===== src/hdl/rmu_pkg.sv =====
// Shared types and constants of the rescaling metronome unit.
`default_nettype none
package rmu_pkg;

	localparam int PV_W       = 25;
	localparam int PERIOD_W   = 24;
	localparam int FIFO_DEPTH = 2;
	localparam int FIFO_PTR_W = 1;
	localparam int FIFO_CNT_W = 2;

	typedef enum logic [1:0] {
		FUNC_TICK       = 2'd0,
		FUNC_START      = 2'd1,
		FUNC_STOP       = 2'd2,
		FUNC_SET_PERIOD = 2'd3
	} rmu_func_t;

	typedef struct packed {
		rmu_func_t             func;
		logic [PERIOD_W-1:0]   period;
	} rmu_cmd_t;

	typedef struct packed {
		logic beat;
		logic running;
	} rmu_res_t;

endpackage
`default_nettype wire


===== src/hdl/rmu_fifo.sv =====
// Two-entry register queue used between front and back and on the result side.
`default_nettype none
module rmu_fifo #(
	parameter int WIDTH = 8
) (
	input  wire logic             clk,
	input  wire logic             arst_n,
	input  wire logic             push,
	input  wire logic [WIDTH-1:0] wr_data,
	output logic                  full,
	input  wire logic             pop,
	output logic                  empty,
	output logic [WIDTH-1:0]      rd_data
);

	logic [WIDTH-1:0]                   mem_q [rmu_pkg::FIFO_DEPTH];
	logic [rmu_pkg::FIFO_PTR_W-1:0]     wr_ptr_q;
	logic [rmu_pkg::FIFO_PTR_W-1:0]     rd_ptr_q;
	logic [rmu_pkg::FIFO_CNT_W-1:0]     cnt_q;
	logic                               do_push;
	logic                               do_pop;

	assign full    = (cnt_q == rmu_pkg::FIFO_CNT_W'(rmu_pkg::FIFO_DEPTH));
	assign empty   = (cnt_q == '0);
	assign do_push = push && !full;
	assign do_pop  = pop && !empty;
	assign rd_data = mem_q[rd_ptr_q];

	always_ff @(posedge clk) begin
		if (do_push) begin
			mem_q[wr_ptr_q] <= wr_data;
		end
	end

	always_ff @(posedge clk or negedge arst_n) begin
		if (!arst_n) begin
			wr_ptr_q <= '0;
			rd_ptr_q <= '0;
			cnt_q    <= '0;
		end else begin
			if (do_push) begin
				wr_ptr_q <= wr_ptr_q + 1'b1;
			end
			if (do_pop) begin
				rd_ptr_q <= rd_ptr_q + 1'b1;
			end
			case ({do_push, do_pop})
				2'b10:   cnt_q <= cnt_q + 1'b1;
				2'b01:   cnt_q <= cnt_q - 1'b1;
				default: cnt_q <= cnt_q;
			endcase
		end
	end

endmodule
`default_nettype wire


===== src/hdl/rmu_front.sv =====
// Front end: accepts input beats, clamps the period and queues commands.
`default_nettype none
module rmu_front #(
	parameter int TIME_WIDTH = 24
) (
	input  wire logic                           clk,
	input  wire logic                           arst_n,
	input  wire logic                           push,
	output logic                                full,
	input  wire logic [1:0]                     func,
	input  wire logic signed [rmu_pkg::PV_W-1:0] period_value,
	output logic                                cmd_valid,
	output rmu_pkg::rmu_cmd_t                   cmd,
	input  wire logic                           cmd_take
);

	localparam int PW = rmu_pkg::PERIOD_W;
	localparam logic [PW-1:0] TMAX_P = (PW'(1) << TIME_WIDTH) - PW'(1);

	logic [PW-1:0]      pv_pos;
	logic [PW-1:0]      pv_min1;
	logic [PW-1:0]      pv_sat;
	rmu_pkg::rmu_cmd_t  cmd_in;
	logic               cmd_empty;

	// non-positive values become 1, values above the time range saturate
	assign pv_pos  = period_value[PW-1:0];
	assign pv_min1 = (period_value[rmu_pkg::PV_W-1] || (pv_pos == '0)) ? PW'(1) : pv_pos;
	assign pv_sat  = ((pv_min1 >> TIME_WIDTH) != '0) ? TMAX_P : pv_min1;

	assign cmd_in.func   = rmu_pkg::rmu_func_t'(func);
	assign cmd_in.period = pv_sat;

	rmu_fifo #(
		.WIDTH($bits(rmu_pkg::rmu_cmd_t))
	) u_cmd_q (
		.clk     (clk),
		.arst_n  (arst_n),
		.push    (push),
		.wr_data (cmd_in),
		.full    (full),
		.pop     (cmd_take),
		.empty   (cmd_empty),
		.rd_data (cmd)
	);

	assign cmd_valid = !cmd_empty;

endmodule
`default_nettype wire


===== src/hdl/rmu_muldiv.sv =====
// Serial unit computing floor(a * b / d), saturated to the time range.
`default_nettype none
module rmu_muldiv #(
	parameter int TIME_WIDTH = 24
) (
	input  wire logic                  clk,
	input  wire logic                  arst_n,
	input  wire logic                  start,
	input  wire logic [TIME_WIDTH-1:0] a,
	input  wire logic [TIME_WIDTH-1:0] b,
	input  wire logic [TIME_WIDTH-1:0] d,
	output logic                       done,
	output logic [TIME_WIDTH-1:0]      q
);

	localparam int TW    = TIME_WIDTH;
	localparam int CNT_W = $clog2(TW);

	typedef enum logic [1:0] {
		ST_IDLE,
		ST_MUL,
		ST_CHK,
		ST_DIV
	} state_t;

	state_t            state_q;
	logic [CNT_W-1:0]  cnt_q;
	logic [TW-1:0]     a_q;
	logic [TW-1:0]     d_q;
	logic [2*TW-1:0]   prod_q;
	logic              done_q;

	logic [TW:0]       mul_sum;
	logic [TW:0]       div_sh;
	logic              div_ge;
	logic [TW:0]       div_rem;
	logic              last_step;

	assign mul_sum   = {1'b0, prod_q[2*TW-1:TW]} + (prod_q[0] ? {1'b0, a_q} : '0);
	assign div_sh    = {prod_q[2*TW-1:TW], prod_q[TW-1]};
	assign div_ge    = (div_sh >= {1'b0, d_q});
	assign div_rem   = div_ge ? (div_sh - {1'b0, d_q}) : div_sh;
	assign last_step = (cnt_q == CNT_W'(TW - 1));

	always_ff @(posedge clk or negedge arst_n) begin
		if (!arst_n) begin
			state_q <= ST_IDLE;
			cnt_q   <= '0;
			done_q  <= 1'b0;
			a_q     <= '0;
			d_q     <= '0;
			prod_q  <= '0;
		end else begin
			done_q <= 1'b0;
			case (state_q)
				ST_IDLE: begin
					if (start) begin
						a_q     <= a;
						d_q     <= d;
						prod_q  <= {{TW{1'b0}}, b};
						cnt_q   <= '0;
						state_q <= ST_MUL;
					end
				end
				ST_MUL: begin
					prod_q <= {mul_sum, prod_q[TW-1:1]};
					cnt_q  <= cnt_q + 1'b1;
					if (last_step) begin
						state_q <= ST_CHK;
					end
				end
				ST_CHK: begin
					cnt_q <= '0;
					// quotient would not fit: saturate
					if (prod_q[2*TW-1:TW] >= d_q) begin
						prod_q[TW-1:0] <= '1;
						done_q         <= 1'b1;
						state_q        <= ST_IDLE;
					end else begin
						state_q <= ST_DIV;
					end
				end
				ST_DIV: begin
					prod_q <= {div_rem[TW-1:0], prod_q[TW-2:0], div_ge};
					cnt_q  <= cnt_q + 1'b1;
					if (last_step) begin
						done_q  <= 1'b1;
						state_q <= ST_IDLE;
					end
				end
				default: state_q <= ST_IDLE;
			endcase
		end
	end

	assign done = done_q;
	assign q    = prod_q[TW-1:0];

endmodule
`default_nettype wire


===== src/hdl/rmu_back.sv =====
// Back end: metronome state, command execution and result queue.
`default_nettype none
module rmu_back #(
	parameter int TIME_WIDTH = 24
) (
	input  wire logic        clk,
	input  wire logic        arst_n,
	input  wire logic        cmd_valid,
	input  wire rmu_pkg::rmu_cmd_t cmd,
	output logic             cmd_take,
	input  wire logic        pop,
	output logic             empty,
	output logic             beat,
	output logic             running
);

	localparam int TW = TIME_WIDTH;
	localparam logic [TW-1:0] TMAX = '1;

	logic             active_q;
	logic [TW-1:0]    period_q;
	logic [TW-1:0]    elapsed_q;
	logic [TW-1:0]    target_q;
	logic [TW-1:0]    new_period_q;
	logic             busy_q;

	logic [TW-1:0]    gw;
	logic [TW-1:0]    e_inc;
	logic             tick_hit;
	logic [TW-1:0]    rem;
	logic             is_set;
	logic             div_start;
	logic             div_done;
	logic [TW-1:0]    div_q;
	logic [TW:0]      t_sum;
	logic             res_push;
	logic             res_full;
	rmu_pkg::rmu_res_t res_in;
	rmu_pkg::rmu_res_t res_out;

	assign gw       = TW'(cmd.period);
	assign e_inc    = (elapsed_q == TMAX) ? elapsed_q : elapsed_q + 1'b1;
	assign tick_hit = (e_inc >= target_q);
	assign rem      = (target_q > elapsed_q) ? (target_q - elapsed_q) : '0;
	assign is_set   = (cmd.func == rmu_pkg::FUNC_SET_PERIOD);
	assign t_sum    = {1'b0, elapsed_q} + {1'b0, div_q};

	assign cmd_take  = cmd_valid && !busy_q && !res_full;
	assign div_start = cmd_take && is_set && active_q;
	assign res_push  = (cmd_take && !div_start) || div_done;

	always_comb begin
		res_in.beat    = 1'b0;
		res_in.running = active_q;
		if (cmd_take) begin
			case (cmd.func)
				rmu_pkg::FUNC_TICK: res_in.beat = active_q && tick_hit;
				rmu_pkg::FUNC_START: begin
					res_in.beat    = 1'b1;
					res_in.running = 1'b1;
				end
				rmu_pkg::FUNC_STOP: res_in.running = 1'b0;
				default: res_in.beat = 1'b0;
			endcase
		end
	end

	always_ff @(posedge clk or negedge arst_n) begin
		if (!arst_n) begin
			active_q     <= 1'b0;
			period_q     <= TW'(1);
			elapsed_q    <= '0;
			target_q     <= '0;
			new_period_q <= TW'(1);
			busy_q       <= 1'b0;
		end else begin
			if (div_done) begin
				target_q <= t_sum[TW] ? TMAX : t_sum[TW-1:0];
				period_q <= new_period_q;
				busy_q   <= 1'b0;
			end else if (cmd_take) begin
				case (cmd.func)
					rmu_pkg::FUNC_TICK: begin
						if (active_q) begin
							if (tick_hit) begin
								elapsed_q <= '0;
								target_q  <= period_q;
							end else begin
								elapsed_q <= e_inc;
							end
						end
					end
					rmu_pkg::FUNC_START: begin
						active_q  <= 1'b1;
						elapsed_q <= '0;
						target_q  <= period_q;
					end
					rmu_pkg::FUNC_STOP: active_q <= 1'b0;
					rmu_pkg::FUNC_SET_PERIOD: begin
						if (active_q) begin
							new_period_q <= gw;
							busy_q       <= 1'b1;
						end else begin
							period_q <= gw;
						end
					end
					default: active_q <= active_q;
				endcase
			end
		end
	end

	rmu_muldiv #(
		.TIME_WIDTH(TW)
	) u_muldiv (
		.clk    (clk),
		.arst_n (arst_n),
		.start  (div_start),
		.a      (gw),
		.b      (rem),
		.d      (period_q),
		.done   (div_done),
		.q      (div_q)
	);

	rmu_fifo #(
		.WIDTH($bits(rmu_pkg::rmu_res_t))
	) u_res_q (
		.clk     (clk),
		.arst_n  (arst_n),
		.push    (res_push),
		.wr_data (res_in),
		.full    (res_full),
		.pop     (pop),
		.empty   (empty),
		.rd_data (res_out)
	);

	assign beat    = res_out.beat;
	assign running = res_out.running;

	a_no_res_overflow: assert property (@(posedge clk) disable iff (!arst_n)
		res_push |-> !res_full) else $error("result beat pushed into full queue");
	a_done_while_busy: assert property (@(posedge clk) disable iff (!arst_n)
		div_done |-> busy_q) else $error("divider finished with no rescale pending");
	a_busy_running: assert property (@(posedge clk) disable iff (!arst_n)
		busy_q |-> active_q) else $error("rescale pending while stopped");
	a_busy_holds_cmd: assert property (@(posedge clk) disable iff (!arst_n)
		busy_q |-> !cmd_take) else $error("command taken during rescale");

endmodule
`default_nettype wire


===== src/hdl/rescaling_metronome_unit.sv =====
// Top level of the rescaling metronome unit.
// Beat generator driven by tick commands (func 0 tick, 1 start, 2 stop, 3 set period).
// Each input beat yields exactly one result beat (beat, running), in order. Tick, start
// and stop commands, and a period change while stopped, complete at one per clock while
// no rescale is pending and the result queue has room; results are registered in the
// result queue. A period change while running rescales the remaining interval through
// a serial multiply/divide unit and holds the command queue while it runs (TIME_WIDTH
// multiply steps, one range check, TIME_WIDTH divide steps; the divide steps are skipped
// when the quotient saturates). Two-entry queues sit at the command and result sides so
// input and output stall independently.
`default_nettype none
module rescaling_metronome_unit #(
	parameter int TIME_WIDTH = 24
) (
	input  wire logic                            clk,
	input  wire logic                            arst_n,
	input  wire logic                            push,
	output logic                                 full,
	input  wire logic [1:0]                      func,
	input  wire logic signed [rmu_pkg::PV_W-1:0] period_value,
	output logic                                 empty,
	input  wire logic                            pop,
	output logic                                 beat,
	output logic                                 running
);

	logic              cmd_valid;
	logic              cmd_take;
	rmu_pkg::rmu_cmd_t cmd;

	rmu_front #(
		.TIME_WIDTH(TIME_WIDTH)
	) u_front (
		.clk          (clk),
		.arst_n       (arst_n),
		.push         (push),
		.full         (full),
		.func         (func),
		.period_value (period_value),
		.cmd_valid    (cmd_valid),
		.cmd          (cmd),
		.cmd_take     (cmd_take)
	);

	rmu_back #(
		.TIME_WIDTH(TIME_WIDTH)
	) u_back (
		.clk       (clk),
		.arst_n    (arst_n),
		.cmd_valid (cmd_valid),
		.cmd       (cmd),
		.cmd_take  (cmd_take),
		.pop       (pop),
		.empty     (empty),
		.beat      (beat),
		.running   (running)
	);

endmodule
`default_nettype wire

===== config.mk =====
export PLATFORM = sky130hd
export DESIGN_NAME = rescaling_metronome_unit
export DESIGN_NICKNAME = d
export VERILOG_FILES = /design/src/hdl/rmu_pkg.sv /design/src/hdl/rmu_fifo.sv /design/src/hdl/rmu_front.sv /design/src/hdl/rmu_muldiv.sv /design/src/hdl/rmu_back.sv /design/src/hdl/rescaling_metronome_unit.sv
export SDC_FILE = /design/constraint.sdc
export NUM_CORES = 1
export LEC_CHECK = 0
export BUFFER_PORTS_ARGS = -buffer_cell sky130_fd_sc_hd__clkbuf_2
export CORE_ASPECT_RATIO = 1.25
export CORE_UTILIZATION = 57
export DETAILED_ROUTE_END_ITERATION = 16
export GPL_ROUTABILITY_DRIVEN = 0
export GPL_TIMING_DRIVEN = 0
export PLACE_DENSITY = 0.73
export SETUP_SLACK_MARGIN = 0.1
export SYNTH_ARGS = -nofsm -noshare
export SYNTH_HDL_FRONTEND = slang
export SYNTH_SLANG_ARGS = --single-unit

===== constraint.sdc =====
create_clock -name clk -period 5.9 [get_ports clk]
set_input_delay 0.59 -clock clk [delete_from_list [all_inputs] [get_ports clk]]
set_output_delay 0.59 -clock clk [all_outputs]
set_load 0.05 [all_outputs]

==> impl_metrics.env <==
export IMPL_finalHoldViolCount=0
export IMPL_path_cells="nand4_1 > nor4_1 > a311oi_1 > and2_1 > clkbuf_1 > nand2_1 > nor2_1 > xnor2_1 > ha_1 > nand4_1 > nor2_1 > a221oi_1 > o21ai_1 > a31oi_1 > or2_1 > a31oi_1 > buf_2 > buf_1 > o221ai_1 > o21ai_0"
export IMPL_fmax_mhz=183.7
export IMPL_antenna_cells=0
export IMPL_yosysSeqAreaShare_pct=38.65
export IMPL_ff2ff_setup_slack_ns=0.46
export IMPL_synth_seq_cells=266
export IMPL_crit_reg2reg_capture="u_back.target_q[10]"
export IMPL_cts_buffers=26
export IMPL_yosysWarnings=0
export IMPL_grt_ovfl_total=0
export IMPL_drcViolationCount=0
export IMPL_coreArea_sq_um=30990
export IMPL_switchingPower_mw=5.910
export IMPL_drtIter0Drc=1470
export IMPL_synth_xor_area_share_pct=5.073
export IMPL_cts_htree_levels=1
export IMPL_cp_data_required_time_ns=6.37
export IMPL_cts_buffer_depth=3
export IMPL_track_usage_pct=31.58
export IMPL_finalSetupTns_ns=0
export IMPL_worst_pin_slew_ns=1.160
export IMPL_yosys_area_share_adder_pct=10.97
export IMPL_die_w_um=160.7
export IMPL_dr_pass1_iters=8
export IMPL_cts_tree="built"
export IMPL_start_util_pct=57.94
export IMPL_avgSynthCellArea_sq_um=8.911
export IMPL_cts_sinks=266
export IMPL_die_y_um=200.4
export IMPL_synth_top_family_by_area="compound AO/OA/AOI/OAI gates"
export IMPL_ctsHoldBuffers=0
export IMPL_pin_count=35
export IMPL_status="completed"
export IMPL_yosysUniqueCellTypes=80
export IMPL_grt_antenna_before_repair=0
export IMPL_clock_root_buffer="clkbuf_16"
export IMPL_multi_input_area_sq_um=10260
export IMPL_die_area_sq_um=32220
export IMPL_first_global_vias=15287
export IMPL_clkPwrFrac_pct=13.1
export IMPL_ir_drop_uv=429.8
export IMPL_drive_gt1_share_pct=5.672
export IMPL_grt_max_degree=113
export IMPL_vias=15679
export IMPL_fill_cells=2672
export IMPL_maxCapViolCount=0
export IMPL_via_per_inst=6.259
export IMPL_min_path_type="in -> async"
export IMPL_p_comb_share_pct=59.1
export IMPL_route_antenna_remaining_nets=0
export IMPL_worstReg2RegStart="u_back.elapsed_q[20]"
export IMPL_async_flop_share_pct=78.95
export IMPL_layout_common_cells="208 x dfrtp_1, 180 x nand2_1, 178 x nor2_1, 169 x a21oi_1, 164 x o21ai_0"
export IMPL_crit_path_end_kind="flop"
export IMPL_rr_worst_depth=20
export IMPL_rsz0062_at_grt="no"
export IMPL_fin_crit_ns=5.443
export IMPL_synth_area_mux_share_pct=2.425
export IMPL_wirelength_um=49800
export IMPL_synthSimpleGateAreaFrac_pct=16.33
export IMPL_intPower_mw=6.526
export IMPL_leakagePower_nw=8.556
export IMPL_synth_edf_count=56
export IMPL_num_rows=72
export IMPL_max_stage_delay_ns=0.80
export IMPL_slew_headroom_pct=22.64
export IMPL_ys_flop_type="dfrtp_1"
export IMPL_synth_cells=2015
export IMPL_power_mw=12.44
export IMPL_grt_pass1_wl_um=80730
export IMPL_post_route_util_pct=63.00
export IMPL_synth_compound_area_share_pct=22.29
export IMPL_seqPwrFrac_pct=27.8
export IMPL_hpwl_um=39100
export IMPL_path_class="reg -> reg"
export IMPL_fin_skew_ns=0.01480
export IMPL_path_clk_slew_ns=0.07
export IMPL_cp_max_fo=10
export IMPL_crit_path_start_kind="flop"
export IMPL_wl_per_cell_um=19.88
export IMPL_portBuffers=34
export IMPL_setup_viol=0
export IMPL_clk_latency_ns=0.55
export IMPL_worst_ep_arrival_time_ns=5.91
export IMPL_powerDensity_nw_per_um2=637.0
export IMPL_swShare_pct=47.52
export IMPL_syn_area_sq_um=17950
export IMPL_finalCritPeriodShare_pct=92.26
export IMPL_slew_viol_final=0
export IMPL_synth_net_count=2201
export IMPL_cp_slowest_cell="nor4_1"
export IMPL_seq_area_sq_um=6939
export IMPL_nNetsFinal=2266
export IMPL_mostFrequentLayoutCell="dfrtp_1"
export IMPL_syn2layout_area_growth_pct=8.732
per-layer routing:
metal	up-vias	routed length [um]	GRT usage (%)
li1	7437	-	-
met1	7542	21390	43.47
met2	580	22680	50.25
met3	120	3152	3.244
met4	0	2587	14.76
met5	-	0	0
how the worst max path moves through the flow:
stage                          from                  end  slack, ns  depth (start not counted)
2_1_floorplan   u_back.elapsed_q[0]  u_back.target_q[10]       1.70                         21
3_3_place_gp                 arst_n  u_back.elapsed_q[3]       0.16                          1
3_5_place_dp    u_back.elapsed_q[0]   u_back.target_q[3]       0.13                         21
4_1_cts         u_back.elapsed_q[0]   u_back.target_q[3]       0.12                         21
5_1_grt         u_back.elapsed_q[0]   u_back.target_q[7]       0.18                         21
6_report       u_back.elapsed_q[20]  u_back.target_q[10]       0.46                         20
flip-flops by register name, indices dropped and copies added, names as in the netlist, 5 cells and up:
name                    flops
u_back.u_muldiv.d_q        24
u_back.u_muldiv.a_q        24
u_back.elapsed_q           24
u_back.u_muldiv.prod_q     48
u_back.period_q            24
u_back.new_period_q        24
u_front.u_cmd_q.mem_q      52
u_back.u_muldiv.cnt_q       5
u_back.target_q            24
stage by stage:
stage	instance area [sq um]	setup slack, ns	std cells	hold WS, ns
2_1_floorplan	17950	1.697	2015	0.2944
3_3_place_gp	18630	0.1561	2456	0.4718
3_5_place_dp	18690	0.1343	2458	0.4786
4_1_cts	19500	0.1165	2504	0.1495
5_1_grt	19520	0.1757	2505	0.1922
6_report	19520	0.4568	2505	0.1210
critical path, delay by kind of cell, from the launching register on:
kind,cells,cell delay [ns]
XOR/XNOR,1,0.14
adder cells (fa/ha/maj),1,0.30
AND/OR/NAND/NOR,8,2.18
buffers and inverters,3,0.86
AO/OA/AOI/OAI,7,1.39
flip-flops,1,0.51
area by class of cell:
| class | count | area share, % |
|---|---|---|
| clock buffers | 36 | 3.628 |
| inverters | 113 | 2.173 |
| plain buffers | 87 | 1.756 |
| clock inverters | 10 | 0.5512 |
| flip-flops and latches | 266 | 35.54 |
| repair buffers | 37 | 1.160 |
| well taps | 407 | 2.608 |
| multi-input cells | 1549 | 52.58 |
kinds of logic (layout without fill, tap and decap cells):
logic type      count (synthesis)  count (layout)
fa+ha+maj                     155             155
buf+inv                       200             283
xor+xnor                      104             104
mux                            43              43
flops                         266             266
compound gates                629             629
simple gates                  618             618
power by group through the flow:
stage,registers [mW],logic (mW),clock network (mW)
floorplan,3.07,5.58,0
global placement,3.42,7.00,0
detailed placement,3.44,7.20,0
CTS,3.41,7.26,1.65
global route,3.51,8.20,1.72
finish,3.46,7.35,1.63
cells in the mapped netlist, types with 22 or more instances:
| cell type | number | area (sq um) |
|---|---|---|
| o21ai_0 | 164 | 820.8 |
| ha_1 | 151 | 1889 |
| o21ai_1 | 27 | 135.1 |
| a21o_1 | 47 | 352.8 |
| and2_1 | 44 | 275.3 |
| nand2b_1 | 30 | 187.7 |
| mux2i_1 | 39 | 390.4 |
| nor2_1 | 179 | 671.9 |
| clkbuf_1 | 66 | 247.7 |
| nand2_1 | 180 | 675.7 |
| dfrtp_1 | 208 | 5205 |
| inv_1 | 112 | 420.4 |
| edfxtp_1 | 56 | 1682 |
| nand4_1 | 24 | 150.1 |
| nor2b_1 | 22 | 137.6 |
| nand3_1 | 47 | 235.2 |
| xnor2_1 | 78 | 683.2 |
| xor2_1 | 26 | 227.7 |
| a21oi_1 | 169 | 845.8 |
| o221ai_1 | 24 | 210.2 |
timing repair:
action,4_1_cts,5_1_grt
buffers inserted,0,0
gates resized for setup,0,3
setup endpoints to repair,0,22
No activity file was read; power rests on OpenSTA's default activity.
